<file path="src/hsv_pkg.sv">
// Shared types and widths for the HSV to RGB converter.
// No dependencies; used by the front, the queue and the back end.
package hsv_pkg;

    localparam int FIELD_W = 16;
    localparam int SEXT_W  = 3;

    // Classified pixel as it waits between front and back end
    typedef struct packed {
        logic                grey;
        logic [SEXT_W-1:0]   sextant;
        logic [FIELD_W-1:0]  frac;
        logic [FIELD_W-1:0]  saturation;
        logic [FIELD_W-1:0]  brightness;
    } t_item;

endpackage

</file>
<file path="src/hsv_front.sv">
// Front end: takes input transactions, masks the channels and splits hue*6
// into sextant and fraction. Depends on hsv_pkg.
module hsv_front #(
    parameter int CHANNEL_BITS = 16
) (
    input  logic                         i_tvalid,
    output logic                         o_tready,
    input  logic [hsv_pkg::FIELD_W-1:0]  i_hue,
    input  logic [hsv_pkg::FIELD_W-1:0]  i_saturation,
    input  logic [hsv_pkg::FIELD_W-1:0]  i_brightness,
    input  logic                         i_full,
    output logic                         o_push,
    output hsv_pkg::t_item               o_item
);
    import hsv_pkg::*;

    localparam int N = CHANNEL_BITS;

    logic [N-1:0] hue_m;
    logic [N-1:0] sat_m;
    logic [N-1:0] val_m;
    logic [N+2:0] h6;

    assign hue_m = i_hue[N-1:0];
    assign sat_m = i_saturation[N-1:0];
    assign val_m = i_brightness[N-1:0];

    // hue*6 as shift-and-add
    assign h6 = {1'b0, hue_m, 2'b00} + {2'b00, hue_m, 1'b0};

    assign o_tready = !i_full;
    assign o_push   = i_tvalid && !i_full;

    always_comb begin
        o_item.grey       = (sat_m == '0);
        o_item.sextant    = h6[N+2:N];
        o_item.frac       = FIELD_W'(h6[N-1:0]);
        o_item.saturation = FIELD_W'(sat_m);
        o_item.brightness = FIELD_W'(val_m);
    end

endmodule

</file>
<file path="src/hsv_queue.sv">
// Short FIFO between front and back end so that each side stalls on its own.
// Depends on hsv_pkg.
module hsv_queue (
    input  logic            i_clk,
    input  logic            i_rst_n,
    input  logic            i_push,
    input  hsv_pkg::t_item  i_item,
    output logic            o_full,
    output logic            o_valid,
    output hsv_pkg::t_item  o_item,
    input  logic            i_pop
);
    import hsv_pkg::*;

    localparam int DEPTH = 4;
    localparam int PTR_W = $clog2(DEPTH);
    localparam int CNT_W = PTR_W + 1;

    t_item            r_mem [DEPTH];
    logic [PTR_W-1:0] r_wr_ptr, n_wr_ptr;
    logic [PTR_W-1:0] r_rd_ptr, n_rd_ptr;
    logic [CNT_W-1:0] r_count,  n_count;
    logic             do_pop;

    assign o_full  = (r_count == CNT_W'(DEPTH));
    assign o_valid = (r_count != '0);
    assign o_item  = r_mem[r_rd_ptr];
    assign do_pop  = i_pop && o_valid;

    always_comb begin
        n_wr_ptr = i_push ? r_wr_ptr + 1'b1 : r_wr_ptr;
        n_rd_ptr = do_pop ? r_rd_ptr + 1'b1 : r_rd_ptr;
        n_count  = r_count;
        if (i_push && !do_pop) begin
            n_count = r_count + 1'b1;
        end else if (!i_push && do_pop) begin
            n_count = r_count - 1'b1;
        end
    end

    always_ff @(posedge i_clk) begin
        if (!i_rst_n) begin
            r_wr_ptr <= '0;
            r_rd_ptr <= '0;
            r_count  <= '0;
        end else begin
            r_wr_ptr <= n_wr_ptr;
            r_rd_ptr <= n_rd_ptr;
            r_count  <= n_count;
        end
    end

    always_ff @(posedge i_clk) begin
        if (i_push) begin
            r_mem[r_wr_ptr] <= i_item;
        end
    end

endmodule

</file>
<file path="src/hsv_back.sv">
// Back end: three-stage arithmetic pipeline forming p, q, t and routing them
// by sextant, ending in the output register. Depends on hsv_pkg.
module hsv_back #(
    parameter int CHANNEL_BITS = 16
) (
    input  logic                         i_clk,
    input  logic                         i_rst_n,
    input  logic                         i_valid,
    output logic                         o_ready,
    input  hsv_pkg::t_item               i_item,
    output logic                         o_tvalid,
    input  logic                         i_tready,
    output logic [hsv_pkg::FIELD_W-1:0]  o_red,
    output logic [hsv_pkg::FIELD_W-1:0]  o_green,
    output logic [hsv_pkg::FIELD_W-1:0]  o_blue
);
    import hsv_pkg::*;

    localparam int N = CHANNEL_BITS;
    localparam logic [N-1:0]     FULL    = {N{1'b1}};
    localparam logic [N:0]       HUE_ONE = {1'b1, {N{1'b0}}};
    localparam logic [2*N-1:0]   FULL_SM = {{N{1'b1}}, {N{1'b0}}};

    localparam logic [SEXT_W-1:0] SEXT_RED_YEL = 3'd0;
    localparam logic [SEXT_W-1:0] SEXT_YEL_GRN = 3'd1;
    localparam logic [SEXT_W-1:0] SEXT_GRN_CYA = 3'd2;
    localparam logic [SEXT_W-1:0] SEXT_CYA_BLU = 3'd3;
    localparam logic [SEXT_W-1:0] SEXT_BLU_MAG = 3'd4;

    // floor(x / (2^N - 1)) for x <= (2^N - 1)^2: fold the high half into the
    // low half, then a remainder of at most 2M leaves a correction of 0..2.
    function automatic logic [N-1:0] div_full(input logic [2*N-1:0] x);
        logic [N:0]   y;
        logic [N-1:0] hi;
        logic [1:0]   c;
        begin
            hi = x[2*N-1:N];
            y  = {1'b0, hi} + {1'b0, x[N-1:0]};
            if (y >= {FULL, 1'b0}) begin
                c = 2'd2;
            end else if (y >= {1'b0, FULL}) begin
                c = 2'd1;
            end else begin
                c = 2'd0;
            end
            div_full = hi + N'(c);
        end
    endfunction

    // pipeline control
    logic en1, en2, en3;
    logic r1_valid, r2_valid, r_out_valid;

    // stage 1
    logic              r1_grey;
    logic [SEXT_W-1:0] r1_sext;
    logic [N-1:0]      r1_val;
    logic [2*N-1:0]    r1_fs, r1_gs, r1_ps;
    logic [N-1:0]      f_in, s_in, v_in;
    logic [N:0]        f_cmp;
    logic [2*N:0]      gs_full;

    // stage 2
    logic              r2_grey;
    logic [SEXT_W-1:0] r2_sext;
    logic [N-1:0]      r2_val;
    logic [N-1:0]      r2_p;
    logic [2*N-1:0]    r2_xq, r2_xt;
    logic [2*N-1:0]    zq, zt;
    logic [3*N-1:0]    xq, xt;

    // stage 3
    logic [N-1:0]      qv, tv;
    logic [N-1:0]      n_red, n_green, n_blue;
    logic [FIELD_W-1:0] r_red, r_green, r_blue;

    assign en3     = !r_out_valid || i_tready;
    assign en2     = !r2_valid || en3;
    assign en1     = !r1_valid || en2;
    assign o_ready = en1;

    assign f_in    = i_item.frac[N-1:0];
    assign s_in    = i_item.saturation[N-1:0];
    assign v_in    = i_item.brightness[N-1:0];
    assign f_cmp   = HUE_ONE - {1'b0, f_in};
    assign gs_full = {{N{1'b0}}, f_cmp} * {{(N+1){1'b0}}, s_in};

    assign zq = FULL_SM - r1_fs;
    assign zt = FULL_SM - r1_gs;
    assign xq = {{(2*N){1'b0}}, r1_val} * {{N{1'b0}}, zq};
    assign xt = {{(2*N){1'b0}}, r1_val} * {{N{1'b0}}, zt};

    assign qv = div_full(r2_xq);
    assign tv = div_full(r2_xt);

    always_comb begin
        if (r2_grey) begin
            n_red   = r2_val;
            n_green = r2_val;
            n_blue  = r2_val;
        end else begin
            case (r2_sext)
                SEXT_RED_YEL: begin
                    n_red = r2_val; n_green = tv;     n_blue = r2_p;
                end
                SEXT_YEL_GRN: begin
                    n_red = qv;     n_green = r2_val; n_blue = r2_p;
                end
                SEXT_GRN_CYA: begin
                    n_red = r2_p;   n_green = r2_val; n_blue = tv;
                end
                SEXT_CYA_BLU: begin
                    n_red = r2_p;   n_green = qv;     n_blue = r2_val;
                end
                SEXT_BLU_MAG: begin
                    n_red = tv;     n_green = r2_p;   n_blue = r2_val;
                end
                default: begin
                    n_red = r2_val; n_green = r2_p;   n_blue = qv;
                end
            endcase
        end
    end

    always_ff @(posedge i_clk) begin
        if (!i_rst_n) begin
            r1_valid    <= 1'b0;
            r2_valid    <= 1'b0;
            r_out_valid <= 1'b0;
        end else begin
            if (en1) begin
                r1_valid <= i_valid;
            end
            if (en2) begin
                r2_valid <= r1_valid;
            end
            if (en3) begin
                r_out_valid <= r2_valid;
            end
        end
    end

    always_ff @(posedge i_clk) begin
        if (en1) begin
            r1_grey <= i_item.grey;
            r1_sext <= i_item.sextant;
            r1_val  <= v_in;
            r1_fs   <= {{N{1'b0}}, f_in} * {{N{1'b0}}, s_in};
            r1_gs   <= gs_full[2*N-1:0];
            r1_ps   <= {{N{1'b0}}, v_in} * {{N{1'b0}}, FULL - s_in};
        end
        if (en2) begin
            r2_grey <= r1_grey;
            r2_sext <= r1_sext;
            r2_val  <= r1_val;
            r2_p    <= div_full(r1_ps);
            // divide by 2^N here, by 2^N - 1 in the next stage
            r2_xq   <= xq[3*N-1:N];
            r2_xt   <= xt[3*N-1:N];
        end
        if (en3) begin
            r_red   <= FIELD_W'(n_red);
            r_green <= FIELD_W'(n_green);
            r_blue  <= FIELD_W'(n_blue);
        end
    end

    assign o_tvalid = r_out_valid;
    assign o_red    = r_red;
    assign o_green  = r_green;
    assign o_blue   = r_blue;

endmodule

</file>
<file path="src/hsv_to_rgb_converter_top.sv">
// HSV to RGB converter, one pixel per transaction, one pixel per clock sustained while
// m_axis_tready stays high. Path to the output transaction: queue write, then 3 pipeline
// stages, all registered; throughput 1/cycle when the output is not stalled.
// Queue of 4 entries lets the front keep accepting, until it fills, while output stalls.
// Synchronous active-low reset empties the queue and clears all valid flags.
// Depends on hsv_pkg, hsv_front, hsv_queue and hsv_back.
module hsv_to_rgb_converter_top #(
    parameter int CHANNEL_BITS = 16
) (
    input  logic        i_clk,
    input  logic        i_rst_n,
    input  logic        s_axis_tvalid,
    output logic        s_axis_tready,
    input  logic [47:0] s_axis_tdata,   // hue[15:0], saturation[31:16], brightness[47:32]
    output logic        m_axis_tvalid,
    input  logic        m_axis_tready,
    output logic [47:0] m_axis_tdata    // red[15:0], green[31:16], blue[47:32]
);
    import hsv_pkg::*;

    logic                push;
    logic                full;
    logic                q_valid;
    logic                back_ready;
    t_item               front_item;
    t_item               q_item;
    logic [FIELD_W-1:0]  red, green, blue;

    hsv_front #(
        .CHANNEL_BITS (CHANNEL_BITS)
    ) u_front (
        .i_tvalid     (s_axis_tvalid),
        .o_tready     (s_axis_tready),
        .i_hue        (s_axis_tdata[15:0]),
        .i_saturation (s_axis_tdata[31:16]),
        .i_brightness (s_axis_tdata[47:32]),
        .i_full       (full),
        .o_push       (push),
        .o_item       (front_item)
    );

    hsv_queue u_queue (
        .i_clk   (i_clk),
        .i_rst_n (i_rst_n),
        .i_push  (push),
        .i_item  (front_item),
        .o_full  (full),
        .o_valid (q_valid),
        .o_item  (q_item),
        .i_pop   (back_ready)
    );

    hsv_back #(
        .CHANNEL_BITS (CHANNEL_BITS)
    ) u_back (
        .i_clk    (i_clk),
        .i_rst_n  (i_rst_n),
        .i_valid  (q_valid),
        .o_ready  (back_ready),
        .i_item   (q_item),
        .o_tvalid (m_axis_tvalid),
        .i_tready (m_axis_tready),
        .o_red    (red),
        .o_green  (green),
        .o_blue   (blue)
    );

    assign m_axis_tdata = {blue, green, red};

endmodule
</file>
<file path="config.mk">
export PLATFORM = sky130hd
export DESIGN_NAME = hsv_to_rgb_converter_top
export DESIGN_NICKNAME = d
export VERILOG_FILES = /design/src/hsv_pkg.sv /design/src/hsv_front.sv /design/src/hsv_queue.sv /design/src/hsv_back.sv /design/src/hsv_to_rgb_converter_top.sv
export SDC_FILE = /design/constraint.sdc
export NUM_CORES = 2
export LEC_CHECK = 0
export ABC_AREA = 1
export BUFFER_PORTS_ARGS = -buffer_cell sky130_fd_sc_hd__buf_2
export CAP_MARGIN = 20
export CORE_UTILIZATION = 55
export DETAILED_ROUTE_END_ITERATION = 8
export PLACE_DENSITY = 0.81
export SYNTH_ARGS = -nofsm -noshare
export SYNTH_HDL_FRONTEND = slang
export SYNTH_SLANG_ARGS = --single-unit
</file>
<file path="constraint.sdc">
create_clock -name i_clk -period 7.5 [get_ports i_clk]
set_clock_uncertainty 0.2 [all_clocks]
set_input_delay 1.125 -clock i_clk [delete_from_list [all_inputs] [get_ports i_clk]]
set_output_delay 1.125 -clock i_clk [all_outputs]
set_load 0.01 [all_outputs]
</file>
* Word level (Yosys, flattened, before mapping)
Memory sizes are Yosys's and may differ from the RTL's. A register that Yosys moved wholly into a read port is not among the register bits.
Index checks and enable logic that the tools add are counted.
** Cells by class
- Multiply operators :: 5
- Add/subtract/negate cells :: 15
- Reductions and logical operators :: 21
- Equal/unequal tests :: 5
- $lt $le $gt $ge :: 6
- Bitwise gates (word level) :: 0
- Shift-type cells :: 0
- Divide/modulo/power cells :: 0
- Muxes and demuxes :: 19
** Operators by type and width (number)
- $pmux W16 S3 :: 3
- $mul A16 B32 Y48 :: 2
- $mul A16 B16 Y32 :: 2
- $sub A32 B32 Y32 const A :: 2
- $add A16 B16 Y17 :: 3
- $ge A17 B16 Y1 const B :: 3
- $ge A17 B17 Y1 const B :: 3
- $add A16 B2 Y16 :: 3
- $mux W16 :: 3
- $mul A17 B16 Y32 :: 1
- $add A18 B17 Y19 :: 1
- $sub A17 B16 Y17 const A :: 1
- $logic_not A16 Y1 :: 1
- $sub A16 B16 Y16 const A :: 1
- $mux W2 :: 6
- $reduce_or A2 Y1 :: 4
- $eq A3 B2 Y1 const B :: 2
- $eq A3 B3 Y1 const B :: 2
- $logic_not A1 Y1 :: 6
- $mux W3 :: 2
- $mux W1 :: 5
- $add A2 B1 Y2 const B :: 2
- $logic_and A1 B1 Y1 :: 4
- $add A3 B1 Y3 const B :: 1
- other kinds (6) :: 8
** Storage, ports and cells
- Bits in latches :: 0
- Output and inout port bits :: 50
- Input bits :: 52
- Bits in writable memories :: 208
- Flip-flop bits (word level) :: 274
- ROM bits :: 0
- Memories kept :: 1
- Logic and storage cells :: 93
** Memories
- u_queue.r_mem :: depth 4, width 52, rd ports 1, clocked after Yosys merged registers in 1, wr ports 1, line hsv_queue.sv:19 : t_item r_mem [DEPTH];

* Longest topological paths before layout
- Depth after elaboration :: 8
- Gate-level depth with buffers :: 41
- Mapped depth without buffers :: 40

* By module
A second synthesis with hierarchy kept.
** Second synthesis, totals
- Cells, all modules :: 10271
- Area total of the unflattened synthesis :: 84893.9 um2
** Modules (own cells, without submodules)
- hsv_back :: times used 1, seq. area each 7957.6 um2, cells each 9471, area an instance 74864.3 um2
- hsv_queue :: times used 1, seq. area each 6426.2 um2, cells each 565, area an instance 8723.4 um2
- hsv_front :: times used 1, seq. area each 0.0 um2, cells each 235, area an instance 1306.3 um2

* Worst setup path before layout
OpenSTA, ideal clock, no wires.
- Path type :: reg2reg
- Start :: register with a tool-made name
- End :: register u_back.r1_gs[31], data pin
- Arrival :: 6729 ps
- Stages on the path, launching flop included :: 39
- Path buffers :: 2
- Data required time :: 7047 ps
- Slack :: 318 ps
- Period minus slack after synthesis :: 7182 ps
- Setup time :: 253 ps
- Cells stage by stage :: dfxtp_1 -> inv_2 -> buf_4 -> nand2_1 -> a32oi_2 -> inv_2 -> clkbuf_1 -> ha_1 -> nand2_1 -> nor2_4 -> nand2_1 -> nor2_4 -> nand3_1 -> nand2_2 -> nand3_1 -> fa_1 -> inv_1 -> fa_1 -> [... 3 more ...] -> inv_1 -> fa_1 -> inv_1 -> fa_1 -> inv_1 -> ha_1 -> nand2_1 -> nor2_1 -> nor3b_1 -> nand4_1 -> nand3_1 -> nand2_1 -> o211ai_1 -> nand2_1 -> nand2_1 -> inv_1 -> nand2_1 -> nand2_1
** RTL lines
- end signal: assignment :: line hsv_back.sv:149 : r1_gs <= gs_full[2*N-1:0];
- end: declaration :: line hsv_back.sv:58 : logic [2*N-1:0] r1_fs, r1_gs, r1_ps;

==> impl_metrics.py <==
metrics = {
    "critical_path": {
        "cp.arrival_ns": 7.54,
        "critPathKind": "reg2reg",
        "max_stage_delay_ns": 0.58,
        "required_ns": 7.68,
        "path_common_cell": "fa_1",
        "worstSetupEndpointType": "flip-flop",
        "crit_end": "u_back.r2_xq[27]$_DFFE_PP_",
        "critPathLaunchType": "flip-flop",
        "cp_max_fo": 5,
        "r2r_cells": 35,
        "r2r_slack_ns": 0.14,
        "crit_slowest_cell": "fa_2",
        "rr_endpoint": "u_back.r2_xq[27]$_DFFE_PP_",
        "startpoint": "u_back.r1_gs[1]$_DFFE_PP_",
        "reg2reg_from": "u_back.r1_gs[1]$_DFFE_PP_",
    },
    "yosys": {
        "synth.net_count": 11600,
        "synth_cell_type_count": 66,
        "syn-cell-area_sq_um": 80400,
        "synthArstFlopShare_pct": 0,
        "synthFlopType": "edfxtp_1",
        "ys_ff_latch": 477,
        "yosys_warnings": 0,
        "yosysSeqAreaShare_pct": 17.7,
        "synthCells": 9581,
        "synth_edf_count": 465,
        "synth.avg_cell_area_sq_um": 8.39,
    },
    "global_routing": {
        "grt_use_total_pct": 33.2,
        "grt_overflow_total": 0,
        "grt_pass1_wl_microns": 379000,
        "grt_pass1_vias": 69100,
        "grt_start_max_net_pins": 72,
        "antenna_found_initial": 6,
    },
    "clock_tree": {
        "cts_sinks": 477,
        "cts_buffers": 52,
        "clock_path_buffers": 3,
        "clock_latency_ns": 0.68,
        "htree_levels": 2,
        "clk_pin_slew_ns": 0.06,
        "cts_root_buf": "clkbuf_16",
        "cts-hold-fix-buffers": 0,
        "cts_tree": "built",
    },
    "timing": {
        "fin_ws_ns": 0.143,
        "fin_tns_setup_ns": 0,
        "finalCritPeriodShare_pct": 98.1,
        "setup_violations": 0,
        "fmax_mhz": 136,
        "slew_viol_final": 0,
        "rsz0062_at_grt": "yes",
        "tightest_slew_ns": 1.20,
        "min_period_ns": 7.36,
        "finalHoldViolCount": 0,
        "maxSlewHeadroom_pct": 20.0,
    },
    "floorplan": {
        "start_util_pct": 55.7,
        "fp.dieArea_sq_um": 148000,
        "rows": 139,
        "die_w_microns": 384,
        "io_pins": 102,
        "core-area_sq_um": 144000,
        "die_h_microns": 384,
    },
    "place": {
        "place_inst": 11700,
        "dpl.hpwl_microns": 197000,
        "gp_congestion": 0.989,
        "numPortBuffers": 101,
        "place_ws_ns": -0.0753,
    },
    "drt": {
        "via_count": 67300,
        "drtIter0Drc": 5927,
        "drtAntennaViolNets": 0,
        "wirelength_microns": 244000,
        "drcViolationCount": 0,
        "viasPerCell": 5.66,
        "routedWlPerCell_microns": 20.5,
        "drt_pre_antenna_iters": 8,
    },
    "layout": {
        "layout.cells.non_filler": 11900,
        "final_common_cell": "inv_1",
        "fin_util_pct": 62.2,
        "final_cell_mix": "inv_1, nand2_1, fa_1",
        "synthToLayoutAreaGrowth_pct": 11.6,
        "n_fill_cell": 12300,
        "fin_nets": 12000,
        "drive_above_1_share_pct": 11.6,
    },
    "status": {
        "status": "complete, no violations",
    },
    "hold_path": {
        "holdCritPathClass": "reg2reg",
        "hold_start": "u_queue.r_rd_ptr[1]$_SDFFE_PN0P_",
    },
    "job": {
        "cap_violations": 0,
    },
}
-- how the worst min path moves through the flow --
stage / end / slack, ns / cells past startpoint
3_3_place_gp: flip-flop / 0.25 / 2
4_1_cts: u_queue.r_rd_ptr[1]$_SDFFE_PN0P_ / 0.26 / 2
3_5_place_dp: u_queue.r_rd_ptr[1]$_SDFFE_PN0P_ / 0.25 / 2
6_report: flip-flop / 0.26 / 2
5_1_grt: flip-flop / 0.30 / 2
2_1_floorplan: u_back.r2_grey$_DFFE_PP_ / 0.20 / 0
-- through the flow --
stage	area, sq um	hold WS (ns)
6_report	89700	0.259
3_3_place_gp	85600	0.251
5_1_grt	89700	0.296
4_1_cts	87400	0.262
3_5_place_dp	85600	0.253
2_1_floorplan	80400	0.200
-- layout make-up --
class | count | area, sq um | share of cell area, %
multi-input combinational | 6680 | 58700 | 65.4
sequential | 477 | 14200 | 15.8
inverter | 2134 | 8090 | 9.02
timing repair buffer | 601 | 4670 | 5.21
tap | 1903 | 2380 | 2.65
clock buffer | 62 | 1340 | 1.49
clock inverter | 36 | 364 | 0.406
antenna | 4 | 10.0 | 0.0112
timing repair inverter | 1 | 7.51 | 0.00836
-- sequential cells by signal (all words and copies together) (netlist names), 16 cells and up, named ones only --
register	count
u_queue.r_mem	204
u_back.r1_ps	32
u_back.r2_xq	32
u_back.r2_xt	32
u_back.r1_gs	31
u_back.r1_fs	30
u_back.o_blue	16
u_back.o_green	16
u_back.o_red	16
u_back.r1_val	16
u_back.r2_p	16
u_back.r2_val	16
-- worst max-delay path, delay by kind of cell (launching register included) --
kind / cells / cell delay, ns
fa+ha+maj: 8 / 3.39
xor+xnor: 2 / 0.31
flops: 1 / 0.44
simple gates: 15 / 1.71
buf+inv: 8 / 0.74
compound gates: 2 / 0.24
-- what timing repair did --
action,4_1_cts,5_1_grt
setup endpoints to repair,5,95
buffers inserted,0,62
gates cloned,0,3
pin swaps,0,112
resized for setup,6,468
-- logic make-up (layout without fill, tap and decap cells) --
group	after synthesis	after routing	synth area share [%]
other	0	4	0
buffers and inverters	2424	2834	11.5
adders and majority gates	1999	1999	44.0
xor gates and xnor gates	200	200	2.19
AOI/OAI and AO/OA	868	868	6.31
and+or+nand+nor	3613	3613	18.3
DFF	477	477	17.7
-- routing by layer --
layer	global-route usage (%)	routed length [microns]	up-vias
li1	-	-	30100
met1	43.3	93800	33200
met2	54.8	115000	3393
met3	5.73	23600	648
met4	14.3	11800	2
met5	0	13	-
-- synth_stat cells, types with 14 or more instances --
library cell	number	area, sq um
a21o_1	42	315
a21oi_1	345	1730
a31oi_1	41	257
a32oi_1	19	166
buf_2	70	350
buf_4	17	128
clkbuf_1	194	728
clkinv_1	26	97.6
edfxtp_1	465	14000
fa_1	1381	27600
ha_1	618	7730
inv_1	2071	7770
inv_2	37	139
nand2_1	2043	7670
nand2_2	29	181
nand3_1	319	1600
nand3b_1	20	150
nand4_1	70	438
nor2_1	988	3710
nor3_1	50	250
nor4_1	24	150
o211ai_1	14	105
o21a_1	15	113
o21ai_0	254	1270
o21ai_1	14	70.1
o21bai_1	27	203
o221ai_1	20	175
o22ai_1	16	100
or2_2	21	131
xnor2_1	60	526
xor2_1	139	1220
Power is left out: the tool's default activity adds up to more than one toggle a clock period on the data nets, which glitch-free logic cannot reach.
